`config.mk`:
```
export PLATFORM = sky130hd
export DESIGN_NAME = circular_queue_with_search_flat
export DESIGN_NICKNAME = d
export VERILOG_FILES = /design/src/cqs_pkg.sv /design/src/cqs_if.sv /design/src/cqs_ram.sv /design/src/circular_queue_with_search.sv /design/src/flat_wrapper.sv
export VERILOG_INCLUDE_DIRS = /design/src /design/src/src
export SDC_FILE = /design/constraint.sdc
export NUM_CORES = 1
export LEC_CHECK = 0
export CAP_MARGIN = 0
export CELL_PAD_IN_SITES_DETAIL_PLACEMENT = 1
export CELL_PAD_IN_SITES_GLOBAL_PLACEMENT = 1
export CORE_ASPECT_RATIO = 1.4
export CORE_MARGIN = 2
export CORE_UTILIZATION = 35
export DETAILED_ROUTE_END_ITERATION = 12
export DONT_BUFFER_PORTS = 1
export GPL_TIMING_DRIVEN = 0
export PLACE_DENSITY_LB_ADDON = 0.1
export SLEW_MARGIN = 20
export SYNTH_ARGS = -nofsm -noshare
export SYNTH_HDL_FRONTEND = slang
export SYNTH_SLANG_ARGS = --single-unit
```
`constraint.sdc`:
```
create_clock -name i_clk -period 15.75 [get_ports i_clk]
set_input_delay 3.15 -clock i_clk [delete_from_list [all_inputs] [get_ports i_clk]]
set_output_delay 3.15 -clock i_clk [all_outputs]
set_load 0.03 [all_outputs]
```
`src/circular_queue_with_search_defines.svh`:
```
// Assertion helpers used by the queue RTL.
`ifndef CIRCULAR_QUEUE_WITH_SEARCH_DEFINES_SVH
`define CIRCULAR_QUEUE_WITH_SEARCH_DEFINES_SVH

// Checked on every clock edge outside reset.
`define CQS_ASSERT(label, prop, msg) \
    label: assert property (@(posedge i_clk) disable iff (!i_rst_n) prop) \
        else $error(msg);

// Checked on every clock edge, reset included.
`define CQS_ASSERT_RST(label, prop, msg) \
    label: assert property (@(posedge i_clk) prop) \
        else $error(msg);

`endif

```
`src/cqs_pkg.sv`:
```
package cqs_pkg;

    localparam int DEPTH   = 8;
    localparam int ADDR_W  = $clog2(DEPTH);
    localparam int DATA_W  = 32;
    localparam int POS_W   = 4;
    localparam int POS_MAX = 2 ** POS_W - 1;

    typedef logic [ADDR_W-1:0] t_addr;

    typedef enum logic [1:0] {
        CMD_INSERT,
        CMD_DELETE,
        CMD_SEARCH,
        CMD_DISPLAY
    } t_cmd;

    typedef enum logic [1:0] {
        ST_OK,
        ST_FULL,
        ST_EMPTY,
        ST_NOTFOUND
    } t_status;

    typedef enum logic [1:0] {
        S_IDLE,
        S_START,
        S_DATA
    } t_state;

    // Circular increment of a slot index.
    function automatic t_addr next_slot(t_addr i);
        return (i == t_addr'(DEPTH - 1)) ? '0 : i + 1'b1;
    endfunction

endpackage

```
`src/cqs_if.sv`:
```
interface cqs_in_if import cqs_pkg::*; ();
    logic                     valid;
    logic                     ready;
    logic [1:0]               cmd;
    logic signed [DATA_W-1:0] value;

    modport source (output valid, output cmd, output value, input ready);
    modport sink   (input valid, input cmd, input value, output ready);
endinterface

interface cqs_out_if import cqs_pkg::*; ();
    logic                     valid;
    logic                     ready;
    logic [1:0]               status;
    logic signed [DATA_W-1:0] data;
    logic [POS_W-1:0]         position;
    logic                     last;

    modport source (output valid, output status, output data, output position,
                    output last, input ready);
    modport sink   (input valid, input status, input data, input position,
                    input last, output ready);
endinterface

```
`src/cqs_ram.sv`:
```
module cqs_ram #(
    parameter int WIDTH = 32,
    parameter int DEPTH = 8
) (
    input  logic                     i_clk,
    input  logic                     i_we,
    input  logic [$clog2(DEPTH)-1:0] i_waddr,
    input  logic [WIDTH-1:0]         i_wdata,
    input  logic                     i_re,
    input  logic [$clog2(DEPTH)-1:0] i_raddr,
    output logic [WIDTH-1:0]         o_rdata
);

    logic [WIDTH-1:0] r_mem [DEPTH];
    logic [WIDTH-1:0] r_rdata;

    always_ff @(posedge i_clk) begin
        if (i_we) begin
            r_mem[i_waddr] <= i_wdata;
        end
        if (i_re) begin
            r_rdata <= r_mem[i_raddr];
        end
    end

    assign o_rdata = r_rdata;

endmodule

```
`src/circular_queue_with_search.sv`:
```
// Circular FIFO of signed 32-bit words with linear search and dump.
// i_in carries one command beat (cmd, value): insert, delete, search or
// display. o_out returns result beats (status, data, position, last);
// every command gives one beat, except display of a non-empty queue,
// which gives one beat per stored word, oldest first, last set on the end.
// Insert, and any command on an empty queue, answer from the start state;
// delete, search and display first read the RAM and answer from the data
// state. A search compares up to DEPTH entries; display gives one beat per
// cycle while the receiver is ready. ready comes back the cycle after the
// final load.
// The storage RAM has one registered read port, so the search and display
// walk visit one slot per cycle unless stalled; i_in.ready is high only
// while the sequencer is idle, and the next command can be taken while the
// final beat of the previous one still waits in the output register.
// A stalled receiver holds the output beat; the walk waits for it.
// Reset (synchronous, active low) empties the queue and drops any pending
// beat; storage contents are left as they are and only written slots are
// ever read.
`include "circular_queue_with_search_defines.svh"

module circular_queue_with_search import cqs_pkg::*; (
    input  logic       i_clk,
    input  logic       i_rst_n,
    cqs_in_if.sink     i_in,
    cqs_out_if.source  o_out
);

    // Sequencer and queue state.
    t_state                   r_state, n_state;
    t_addr                    r_head, n_head;
    t_addr                    r_tail, n_tail;
    logic                     r_empty, n_empty;

    // Walk registers and latched command.
    t_cmd                     r_cmd;
    logic signed [DATA_W-1:0] r_key;
    t_addr                    r_slot, n_slot;
    t_addr                    r_cnt, n_cnt;

    // Output register.
    logic                     r_ov;
    t_status                  r_status;
    logic signed [DATA_W-1:0] r_data;
    logic [POS_W-1:0]         r_pos;
    logic                     r_last;

    // Shared decisions.
    logic                     w_accept;
    logic                     w_free;
    logic                     w_full;
    logic                     w_at_end;
    logic                     w_match;
    logic [ADDR_W:0]          w_pos_ext;

    // Beat to load and RAM controls.
    logic                     w_emit;
    t_status                  w_status;
    logic signed [DATA_W-1:0] w_data;
    logic [POS_W-1:0]         w_pos;
    logic                     w_last;
    logic                     w_we;
    t_addr                    w_waddr;
    logic                     w_re;
    t_addr                    w_raddr;
    logic [DATA_W-1:0]        w_rdata;

    // Output beat that carries a search position.
    logic                     w_pos_beat;

    cqs_ram #(
        .WIDTH (DATA_W),
        .DEPTH (DEPTH)
    ) u_ram (
        .i_clk   (i_clk),
        .i_we    (w_we),
        .i_waddr (w_waddr),
        .i_wdata (r_key),
        .i_re    (w_re),
        .i_raddr (w_raddr),
        .o_rdata (w_rdata)
    );

    assign i_in.ready = (r_state == S_IDLE);
    assign w_accept   = i_in.valid && (r_state == S_IDLE);
    assign w_free     = !r_ov || o_out.ready;
    assign w_full     = !r_empty && (r_head == next_slot(r_tail));
    // Walk ends at the tail; the count bound only backs that up.
    assign w_at_end   = (r_slot == r_tail) || (r_cnt == t_addr'(DEPTH - 1));
    assign w_match    = ($signed(w_rdata) == r_key);
    assign w_pos_ext  = {1'b0, r_cnt} + 1'b1;

    // Next state.
    always_comb begin
        n_state = r_state;
        unique case (r_state)
            S_IDLE: begin
                if (w_accept) begin
                    n_state = S_START;
                end
            end
            S_START: begin
                if ((r_cmd == CMD_INSERT) || r_empty) begin
                    if (w_free) begin
                        n_state = S_IDLE;
                    end
                end else begin
                    n_state = S_DATA;
                end
            end
            S_DATA: begin
                unique case (r_cmd)
                    CMD_DELETE: begin
                        if (w_free) begin
                            n_state = S_IDLE;
                        end
                    end
                    CMD_SEARCH: begin
                        if ((w_match || w_at_end) && w_free) begin
                            n_state = S_IDLE;
                        end
                    end
                    CMD_DISPLAY: begin
                        if (w_at_end && w_free) begin
                            n_state = S_IDLE;
                        end
                    end
                    CMD_INSERT: begin
                        n_state = S_IDLE;
                    end
                endcase
            end
            default: n_state = S_IDLE;
        endcase
    end

    // Sequencer outputs and datapath updates.
    always_comb begin
        w_emit   = 1'b0;
        w_status = ST_OK;
        w_data   = '0;
        w_pos    = '0;
        w_last   = 1'b1;
        w_we     = 1'b0;
        w_waddr  = '0;
        w_re     = 1'b0;
        w_raddr  = r_slot;
        n_head   = r_head;
        n_tail   = r_tail;
        n_empty  = r_empty;
        n_slot   = r_slot;
        n_cnt    = r_cnt;
        unique case (r_state)
            S_IDLE: begin
                if (w_accept) begin
                    n_slot = r_head;
                    n_cnt  = '0;
                end
            end
            S_START: begin
                if (r_cmd == CMD_INSERT) begin
                    if (w_free) begin
                        w_emit = 1'b1;
                        if (r_empty) begin
                            // first word restarts at slot 0
                            w_we    = 1'b1;
                            w_waddr = '0;
                            n_head  = '0;
                            n_tail  = '0;
                            n_empty = 1'b0;
                        end else if (w_full) begin
                            w_status = ST_FULL;
                        end else begin
                            w_we    = 1'b1;
                            w_waddr = next_slot(r_tail);
                            n_tail  = next_slot(r_tail);
                        end
                    end
                end else if (r_empty) begin
                    if (w_free) begin
                        w_emit   = 1'b1;
                        w_status = ST_EMPTY;
                    end
                end else begin
                    w_re    = 1'b1;
                    w_raddr = r_slot;
                end
            end
            S_DATA: begin
                unique case (r_cmd)
                    CMD_DELETE: begin
                        if (w_free) begin
                            w_emit = 1'b1;
                            w_data = $signed(w_rdata);
                            if (r_head == r_tail) begin
                                n_head  = '0;
                                n_tail  = '0;
                                n_empty = 1'b1;
                            end else begin
                                n_head = next_slot(r_head);
                            end
                        end
                    end
                    CMD_SEARCH: begin
                        if (w_match) begin
                            if (w_free) begin
                                w_emit = 1'b1;
                                w_pos  = (32'(w_pos_ext) > POS_MAX) ?
                                         POS_W'(POS_MAX) : POS_W'(w_pos_ext);
                            end
                        end else if (w_at_end) begin
                            if (w_free) begin
                                w_emit   = 1'b1;
                                w_status = ST_NOTFOUND;
                            end
                        end else begin
                            w_re    = 1'b1;
                            w_raddr = next_slot(r_slot);
                            n_slot  = next_slot(r_slot);
                            n_cnt   = r_cnt + 1'b1;
                        end
                    end
                    CMD_DISPLAY: begin
                        if (w_free) begin
                            w_emit = 1'b1;
                            w_data = $signed(w_rdata);
                            w_last = w_at_end;
                            if (!w_at_end) begin
                                w_re    = 1'b1;
                                w_raddr = next_slot(r_slot);
                                n_slot  = next_slot(r_slot);
                                n_cnt   = r_cnt + 1'b1;
                            end
                        end
                    end
                    CMD_INSERT: begin
                    end
                endcase
            end
            default: begin
            end
        endcase
    end

    // Control registers.
    always_ff @(posedge i_clk) begin
        if (!i_rst_n) begin
            r_state <= S_IDLE;
            r_head  <= '0;
            r_tail  <= '0;
            r_empty <= 1'b1;
            r_ov    <= 1'b0;
        end else begin
            r_state <= n_state;
            r_head  <= n_head;
            r_tail  <= n_tail;
            r_empty <= n_empty;
            if (w_emit) begin
                r_ov <= 1'b1;
            end else if (o_out.ready) begin
                r_ov <= 1'b0;
            end
        end
    end

    // Payload registers.
    always_ff @(posedge i_clk) begin
        if (w_accept) begin
            r_cmd <= t_cmd'(i_in.cmd);
            r_key <= i_in.value;
        end
        r_slot <= n_slot;
        r_cnt  <= n_cnt;
        if (w_emit) begin
            r_status <= w_status;
            r_data   <= w_data;
            r_pos    <= w_pos;
            r_last   <= w_last;
        end
    end

    assign o_out.valid    = r_ov;
    assign o_out.status   = r_status;
    assign o_out.data     = r_data;
    assign o_out.position = r_pos;
    assign o_out.last     = r_last;

    assign w_pos_beat = o_out.valid && (o_out.position != '0);

    `CQS_ASSERT_RST(a_rst_idle, !i_rst_n |=> !o_out.valid && i_in.ready, "reset left work")
    `CQS_ASSERT(a_empty_idx, r_empty |-> (r_head == '0) && (r_tail == '0), "empty, idx set")
    `CQS_ASSERT(a_accept_start, (i_in.valid && i_in.ready) |=> (r_state == S_START), "no start")
    `CQS_ASSERT(a_emit_free, w_emit |-> (!r_ov || o_out.ready), "beat overwritten")
    `CQS_ASSERT(a_pos_ok, w_pos_beat |-> (o_out.status == ST_OK) && (o_out.data == '0), "pos beat")

endmodule
```
`src/flat_wrapper.sv`:
```
// flat-port wrapper written by rule: the top's interface ports become plain ports
module circular_queue_with_search_flat import cqs_pkg::*;
  (i_clk, i_rst_n, i_in_valid, i_in_cmd, i_in_value, i_in_ready, o_out_valid, o_out_status, o_out_data, o_out_position, o_out_last, o_out_ready);
  cqs_in_if i_in_i ();
  cqs_out_if o_out_i ();
  input  logic i_clk;
  input  logic i_rst_n;
  input wire logic [$bits(i_in_i.valid)-1:0] i_in_valid;
  input wire logic [$bits(i_in_i.cmd)-1:0] i_in_cmd;
  input wire logic [$bits(i_in_i.value)-1:0] i_in_value;
  output wire logic [$bits(i_in_i.ready)-1:0] i_in_ready;
  output wire logic [$bits(o_out_i.valid)-1:0] o_out_valid;
  output wire logic [$bits(o_out_i.status)-1:0] o_out_status;
  output wire logic [$bits(o_out_i.data)-1:0] o_out_data;
  output wire logic [$bits(o_out_i.position)-1:0] o_out_position;
  output wire logic [$bits(o_out_i.last)-1:0] o_out_last;
  input wire logic [$bits(o_out_i.ready)-1:0] o_out_ready;
  assign i_in_i.valid = i_in_valid;
  assign i_in_i.cmd = i_in_cmd;
  assign i_in_i.value = i_in_value;
  assign i_in_ready = i_in_i.ready;
  assign o_out_valid = o_out_i.valid;
  assign o_out_status = o_out_i.status;
  assign o_out_data = o_out_i.data;
  assign o_out_position = o_out_i.position;
  assign o_out_last = o_out_i.last;
  assign o_out_i.ready = o_out_ready;
  circular_queue_with_search u_core (.i_clk(i_clk), .i_rst_n(i_rst_n), .i_in(i_in_i), .o_out(o_out_i));
endmodule
```
After elaboration in Yosys (flattened, before gate mapping)
Memories as Yosys holds them, arrays and structs flattened. A register that Yosys moved wholly into a read port is not among the register bits.
Cells that the tools add are included.
{"block": "classes", "addsub": 5, "shifts": 0, "div": 0, "reduce_logical": 25, "muxes": 83, "bitwise": 0, "eq_ne": 26, "order_cmp": 0, "mul": 0}
{"op": "$mux 3", "n": 30}
{"op": "$pmux 3 s2", "n": 6}
{"op": "$eq 32x32->1", "n": 1}
{"op": "$mux 2", "n": 14}
{"op": "$mux 1", "n": 25}
{"op": "$ne 3x2->1 const B", "n": 5}
{"op": "$add 3x1->3 const B", "n": 4}
{"op": "$eq 3x3->1 const B", "n": 4}
{"op": "$ne 2x1->1 const B", "n": 6}
{"op": "$reduce_and 6->1", "n": 2}
{"op": "$pmux 1 s2", "n": 5}
{"op": "$eq 3x3->1", "n": 3}
{"op": "$reduce_and 3->1", "n": 3}
{"op": "$pmux 2 s4", "n": 1}
{"op": "$reduce_and 7->1", "n": 1}
{"op": "$eq 2x2->1 const B", "n": 3}
{"op": "$pmux 2 s3", "n": 1}
{"op": "$reduce_bool 2->1", "n": 3}
{"op": "$reduce_and 5->1", "n": 1}
{"op": "$add 3x1->4 const B", "n": 1}
{"op": "$eq 2x1->1 const B", "n": 2}
{"op": "$logic_and 1x1->1", "n": 4}
{"op": "$logic_not 2->1", "n": 2}
{"op": "$logic_or 1x1->1", "n": 4}
{"op": "other kinds (7)", "n": 8}
{"block": "totals", "latch_bits": 0, "memories": 1, "ff_bits": 89, "input_bits": 38, "elab_cells": 153, "romBits": 0, "out_inout_bits": 41, "mem_bits_rw": 256}
{"name": "u_core.u_ram.r_mem", "words": 8, "width": 32, "rd": 1, "rd_clocked_by_memory_dff": 1, "write_ports": 1, "line": "cqs_ram.sv:14", "rtl": "logic [WIDTH-1:0] r_mem [DEPTH];"}

Logic depth before layout (Yosys ltp)
Gate-level depths: netlist (run 1).
{"block": "logic_depth", "ltp_word": 11, "mapped_depth": 13, "ltp_nobuf": 10}

Hierarchy
From an unflattened synthesis (run 1), not the netlist that was laid out.
{"block": "hier_totals", "hier_cells": 745, "hier_area_um2": 15020.7}
{"mod": "cqs_ram", "area_per_inst_um2": 10786.6, "instances": 1, "cells_per_inst": 415, "seq_area_each_um2": 8648.3}
{"mod": "circular_queue_with_search", "area_per_inst_um2": 4234.1, "instances": 1, "cells_per_inst": 330, "seq_area_each_um2": 2572.5}

Worst setup path before layout (run 1)
No wires, ideal clock.
{"block": "synth_timing", "path_kind": "input to register", "from": "in o_out_ready", "to": "mem u_core.u_ram.r_mem[1][0], enable pin", "required_ns": 15.249, "arrival_time_ns": 6.617, "setup_ns": 0.501, "n_path_buf": 0, "path_slack_ns": 8.632, "cell_stages": 3, "cell_sequence": "nand2b_1 > o2111ai_1 > nor4_1"}
{"block": "synth_between", "elab_chain_len": 6, "elab_cells_between_ends": 9, "cone_classes": "mux (8); reduce/logical (1)"}
{"item": "start: declaration", "line": "flat_wrapper.sv:17", "rtl": "input wire logic [$bits(o_out_i.ready)-1:0] o_out_ready;"}
{"item": "$logic_or 1x1->1 (*)", "line": "circular_queue_with_search.sv:85", "rtl": "assign w_free = !r_ov || o_out.ready;"}
{"item": "$mux 1", "line": "circular_queue_with_search.sv:161", "rtl": "if (w_free) begin"}
{"item": "$mux 1", "line": "circular_queue_with_search.sv:160", "rtl": "if (r_cmd == CMD_INSERT) begin"}
{"item": "$mux 1", "line": "circular_queue_with_search.sv:152", "rtl": "unique case (r_state)"}
{"item": "$mux 1", "line": "cqs_ram.sv:18", "rtl": "if (i_we) begin"}
{"item": "$mux 1 (implied by the code)", "line": "cqs_ram.sv:19", "rtl": "r_mem[i_waddr] <= i_wdata;"}
{"item": "end: declaration", "line": "cqs_ram.sv:14"}
Mark *: on every way between the ends. The rest lies on a longest branch, timed or not.

Worst setup path after layout (run 1)
{"block": "layout_timing", "from": "in o_out_ready", "to": "reg u_core.u_ram.r_rdata[12] (netlist: u_core.u_ram.o_rdata[12]), read port of u_core.u_ram.r_mem (data pin)"}
{"block": "layout_between", "elab_chain_len": 4, "elab_cells_between_ends": 7, "cone_classes": "mux (6); reduce/logical (1)"}
{"item": "$logic_or 1x1->1 (*)", "line": "circular_queue_with_search.sv:85"}
{"item": "$mux 1 or $mux 3 (tied branches)", "line": "circular_queue_with_search.sv:223", "rtl": "if (w_free) begin"}
{"item": "$pmux 1 s2 or $pmux 3 s2 (tied branches)"}
{"item": "$pmux 1 s2 or $mux 3 (tied branches)"}
{"item": "end: declaration", "line": "cqs_ram.sv:15", "rtl": "logic [WIDTH-1:0] r_rdata;"}
Marks and branches as above.
A chain may end at the register's enable or synchronous reset.

==> out/summary.txt, run 1 <==
Clock Tree Buf Depth: 3
Final wirelength: 40,300 um
Pre-Repair DR Iteration Count: 4
Post-synth ARST share: 0
Num CTS Buffers: 40
Vias post-DR: 7,904
Total Routing Usage GR: 0.178
Buf+Inv Stages, Crit Path: 2
Die W: 181 um
Cell depth of the worst setup path: 9
Warning count from the yosys run: 0
Postcts setup bufs: 0
Main synth FF type: edfxtp_1
Layout cells sized above 1: 0.184
CP top delay family: compound AO/OA/AOI/OAI gates
CTS tree: built
Total Die Area: 45,400 um^2
Total global routing overflow: 0
Core Area: 43,100 um^2
Via-to-Cell Ratio: 5.16
Setup WS post-layout: 10.30 ns
Gate Count Post-Synth: 869
Worst-Skew Late Latency: 0.56 ns
Final Hold Fails: 0
Worst setup EP type: flop
IO Port Bufs: 0
Area delta synth->final: 15.7%
Util after Layout: 0.411
Status: finished, final reports clean
Clk pin slew, worst setup/hold paths: 0.06 ns
Initial antenna violation count: 0
CP arrival: 5.72 ns
EDFF count, synth: 367
Synth unique cells: 56
Slew HR: 0.273
Num rows: 90
Period minus WS final: 5.45 ns
Clock sink count: 377
Detailed placement HPWL: 27,200 um
Mean Syn Cell Area: 17.6 um^2
Sequential area share after synthesis: 0.733
Critical path, cell by cell: nor2b_1, clkbuf_1, nand2_1, nand4_1, nor2_1, o2111ai_1, buf_2, o22a_1, o221ai_2
Largest fanout on the critical path: 10
Final period util: 0.346
Height of the die: 251 um
Inst Count DP: 1,459
DR DRC count: 0
Placer Congestion: 0.797
Largest net degree at the start of global routing: 36
Starting Density: 0.355
DP Worst Slack: 9.74 ns
H-tree Lvls: 2
Peak VDD IR: 0.0770 mV
# IOs: 79
Clock skew: 0.0239 ns
Reg2reg path depth: 9
Cells on Worst Hold Path: 2
Slowest stage delay, CP: 0.72 ns
Worst min path class: reg -> reg
Slowest library cell on the worst path: o2111ai_1
Layout Nets: 999
Worst path required time: 16.03 ns
Final setup vio count: 0
Least-Margin Pin Slew: 1.08 ns
Worst setup path class: in -> reg
RSZ-0062 raised after global routing: no
Root buffer cell: clkbuf_16
Max cap viols: 0
Max Clk Rate: 184 MHz
Power Density: 123 nW/um^2
Syn_nets: 919
Fin cells: 1,532
Critical path startpoint category: input pin
Antenna viol nets, final: 0
Number of global-route vias before repair: 8,595
Lkg Pwr: 6.10 nW
#FFs+latches synth: 377
Global-route wire length before repair: 59,100 um
Setup tns final: 0 ns
1st-iter DRT viols: 400
Cts repair resizes: 0
WL/cell: 26.3 um
Mapped cell area: 15,300 um^2
Hold-fix buffers, CTS: 0
Fin. max-slew vios: 0
report_power, final:
group | switching (mW) | internal, mW
combinational | 0.0791 | 0.0455
clock | 0.396 | 0.505
sequential | 0.0246 | 1.12
logic make-up (layout without fill, tap and decap cells):
kind of cell / count (synthesis) / in the layout / synth area share
compound gates: 115 / 115 / 0.0740
xor+xnor: 42 / 42 / 0.0245
fa+ha+maj: 12 / 12 / 0.00981
buf+inv: 51 / 161 / 0.0204
flops: 377 / 377 / 0.733
mux: 132 / 132 / 0.0863
other cells: 0 / 1 / 0
simple gates: 140 / 140 / 0.0519
path summary, 6_finish.rpt:
path,from,endpoint,slack [ns]
min reg2reg,u_core.r_state[1],u_core.r_state[1],0.54
max,o_out_ready,u_core.u_ram.o_rdata[12],10.30
min,u_core.r_state[1],u_core.r_state[1],0.54
max reg2reg,u_core.r_key[2],u_core.u_ram.o_rdata[12],11.11
cell usage after synthesis, drive strengths merged (3+ instances only):
library cell  count  area share
o221ai           32       0.031
a21oi            11      0.0036
nor4             13      0.0069
clkbuf           10      0.0025
nand3             8      0.0026
inv               8      0.0020
nand2            18      0.0044
xor2             37       0.021
ha               12      0.0098
o22a             32       0.018
nor2b            10      0.0041
o22ai             4      0.0016
and3              4      0.0020
a22oi             6      0.0029
nand2b            5      0.0020
edfxtp          367        0.72
buf              33       0.016
xnor2             5      0.0034
mux2i           132       0.086
dfxtp            10       0.013
o21ai             7      0.0023
nor3             13      0.0053
and2             33       0.013
o2111ai           3      0.0017
nor2             26      0.0064
nand4             3      0.0012
registers in the layout (all words and copies together) (netlist names), 3 cells and up, named ones only:
| signal | cells |
|---|---|
| u_core.u_ram.r_mem | 256 |
| u_core.o_out.data | 32 |
| u_core.r_key | 32 |
| u_core.u_ram.o_rdata | 32 |
| u_core.o_out.position | 4 |
| u_core.r_cnt | 3 |
| u_core.r_head | 3 |
| u_core.r_tail | 3 |
worst reg2reg max path: cells and delay by family, from the launching register on:
family	cells	cell delay, ns
compound gates	3	1.03
xor+xnor	1	0.24
buf+inv	1	0.48
flops	1	0.53
simple gates	4	2.10
placed cells by master, fill, tap and decap left out, drive strengths merged, types with 3 or more instances in the layout:
master / instances
a22oi: 6
inv: 10
nand2: 18
xor2: 37
nand2b: 5
o22ai: 4
o22a: 32
and2: 33
ha: 12
a21oi: 11
nor2b: 10
dfxtp: 10
o221ai: 32
clkbuf: 61
mux2i: 132
buf: 71
o2111ai: 3
nor2: 26
nand4: 3
nor3: 13
nor4: 13
edfxtp: 367
clkinv: 15
nand3: 8
xnor2: 5
and3: 4
o21ai: 7
through the flow:
step | power, mW | area [um^2] | hold slack, ns
after floorplan | 1.25 | 15300 | 0.479
after global placement | 1.29 | 16000 | 0.514
after detailed placement | 1.30 | 16500 | 0.531
after CTS | 2.21 | 17700 | 0.539
after global routing | 2.25 | 17700 | 0.555
final | 2.17 | 17700 | 0.540
routing by layer:
layer / track usage / vias up / part of all wire
met4: 0.0682 / 0 / 0.036
li1: - / 3606 / -
met1: 0.226 / 4076 / 0.43
met2: 0.307 / 150 / 0.50
met3: 0.0263 / 72 / 0.034
met5: 0 / - / 0
final cells by class:
| cell class | instances | area (um^2) |
|---|---|---|
| timing repair buffer | 38 | 404 |
| clock inverter | 21 | 186 |
| tap | 552 | 691 |
| inverter | 8 | 30.0 |
| antenna | 1 | 2.50 |
| buffer | 43 | 283 |
| multi-input combinational | 441 | 3850 |
| sequential | 377 | 11200 |
| clock buffer | 51 | 1040 |
| fill | 4195 | 25400 |
Note: power is estimated with default switching activity, not from simulation.
==> run 2: changes to the inputs <==
==> constraint.sdc (replaced) <==
create_clock -name i_clk -period 4.5 [get_ports i_clk]
set_input_delay 0.9 -clock i_clk [delete_from_list [all_inputs] [get_ports i_clk]]
set_output_delay 0.9 -clock i_clk [all_outputs]
set_load 0.03 [all_outputs]
==> out/summary.txt, run 2 (same netlist as run 1, synthesis figures left out) <==
Placer Congestion: 0.777 (-2.5%)
Antenna viol nets, final: 0 (unchanged)
Critical path startpoint category: flop
Layout cells sized above 1: 0.189 (+0.00505)
Util after Layout: 0.410 (about the same)
Total global routing overflow: 0 (unchanged)
# IOs: 79 (unchanged)
Critical path, cell by cell: xor2_1, nor4_1, nand4_1, nor3_4, nor2_1, o2111ai_1, buf_2, o22a_1, o221ai_2
Initial antenna violation count: 1 (+1)
Via-to-Cell Ratio: 5.17 (+0.14%)
Lkg Pwr: 6.09 nW (-0.27%)
Clk pin slew, worst setup/hold paths: 0.06 ns (about the same)
CP top delay family: simple AND/OR/NAND/NOR gates
Die W: 181 um (unchanged)
Global-route wire length before repair: 58,500 um (-0.90%)
Height of the die: 251 um (unchanged)
Clock skew: 0.0216 ns (-0.00223 ns)
Hold-fix buffers, CTS: 0 (unchanged)
Clock sink count: 377 (unchanged)
Number of global-route vias before repair: 8,640 (+0.52%)
Slowest library cell on the worst path: o2111ai_1
Worst min path class: in -> reg
Fillers: 4,197 (+0.048%)
Layout Nets: 998 (-0.10%)
Final wirelength: 39,800 um (-1.1%)
IO Port Bufs: 0 (unchanged)
Area delta synth->final: 15.6% (about the same)
Clock Tree Buf Depth: 3 (unchanged)
WL/cell: 26.1 um (-0.74%)
Starting Density: 0.355 (unchanged)
Most flop-heavy register: u_core.u_ram.r_mem
Power Total: 7.49 mW (+240%)
Max reg flops: 256 (unchanged)
Postcts setup bufs: 0 (unchanged)
H-tree Lvls: 2 (unchanged)
Final setup vio count: 0 (unchanged)
Peak VDD IR: 0.284 mV (+270%)
Largest fanout on the critical path: 10 (unchanged)
Slew HR: 0.392 (+0.119)
Cts repair resizes: 1 (+1)
Worst setup path class: reg -> reg
Power Density: 423 nW/um^2 (+240%)
Largest net degree at the start of global routing: 36 (unchanged)
Final period util: 0.961
Final Hold Fails: 0 (unchanged)
Fin. max-slew vios: 0 (unchanged)
Status: finished, final reports clean
DR DRC count: 0 (unchanged)
Total Die Area: 45,400 um^2 (unchanged)
CTS tree: built
Period minus WS final: 4.32 ns
Num CTS Buffers: 40 (unchanged)
Slowest stage delay, CP: 0.78 ns (+0.06 ns)
Worst setup EP type: flop
Least-Margin Pin Slew: 0.911 ns (-0.170 ns)
Worst-Skew Late Latency: 0.54 ns (-0.02 ns)
Worst path required time: 4.77 ns (-11.26 ns)
Num rows: 90 (unchanged)
1st-iter DRT viols: 446 (+12%)
N_diodes: 0 (-1)
RSZ-0062 raised after global routing: no
Total Routing Usage GR: 0.177 (-0.00138)
Max Clk Rate: 231 MHz
Max cap viols: 0 (unchanged)
Detailed placement HPWL: 27,100 um (about the same)
Vias post-DR: 7,884 (-0.25%)
Buf+Inv Stages, Crit Path: 1 (-1)
Pre-Repair DR Iteration Count: 6 (+2)
Commonest non-fill, non-tap cell in the layout: edfxtp_1
Core Area: 43,100 um^2 (unchanged)
CP arrival: 4.60 ns (-1.12 ns)
Root buffer cell: clkbuf_16
Most frequent cells in the layout: edfxtp_1, mux2i_1, clkbuf_16, xor2_1
run 2: changes by cell type in the layout (fill, tap and decap cells not counted), sizes merged:
cell | before | now
clkbuf | 61 | 56
clkinvlp | 2 | 4
buf | 71 | 70
bufinv | 2 | 1
clkinv | 15 | 16
diode | 1 | 0
inv | 10 | 9
run 2: final timing paths:
check / slack (ns) / end / start / cells past startpoint
worst max-delay path: 0.18 / u_core.u_ram.o_rdata[17] / u_core.r_key[28] / 9
worst min-delay path: 0.45 / u_core.r_key[31] / i_in_value[31] / 0
worst max register to register: 0.18 / u_core.u_ram.o_rdata[17] / u_core.r_key[28] / 9
worst min register to register: 0.53 / u_core.r_state[1] / u_core.r_state[1] / 2
run 2: layout make-up:
| type | instances | area, um^2 | area share |
|---|---|---|---|
| flip-flops and latches | 377 | 11200 | 0.634 |
| multi-input cells | 441 | 3860 | 0.218 |
| clock buffers | 46 | 1020 | 0.0578 |
| well taps | 552 | 691 | 0.0390 |
| repair buffers | 37 | 435 | 0.0246 |
| plain buffers | 43 | 283 | 0.0160 |
| clock inverters | 22 | 154 | 0.00869 |
| inverters | 8 | 30.0 | 0.00170 |
run 2: layer usage:
layer  up-vias  wire length, um  global-route usage
li1       3602                -                   -
met1      4072            16600               0.219
met2       154            20500               0.314
met3        56             1490              0.0261
met4         0             1260              0.0611
met5         -                0                   0
run 2: power breakdown:
group	total, mW	switching (mW)	internal, mW
sequential	4.02	0.0862	3.93
combinational	0.436	0.276	0.160
clock	3.04	1.35	1.69
run 2: worst reg2reg max path: cells and delay by family, from the launching register on:
family                    cells  cell delay, ns
AOI/OAI and AO/OA             3            1.08
xor gates and xnor gates      1            0.27
buffers and inverters         1            0.45
DFF                           1            0.51
and+or+nand+nor               4            1.76
run 2: metrics by stage:
step	hold slack, ns	setup TNS [ns]	std cells	setup WS, ns	area, um^2
2_1_floorplan	0.479	0	869	0.174	15300
3_3_place_gp	0.541	-677.60	1421	-3.09	16000
3_5_place_dp	0.535	-2.98	1458	-0.128	16500
4_1_cts	0.420	0	1526	0.208	17700
5_1_grt	0.424	0	1526	0.0192	17700
6_report	0.451	0	1526	0.175	17700
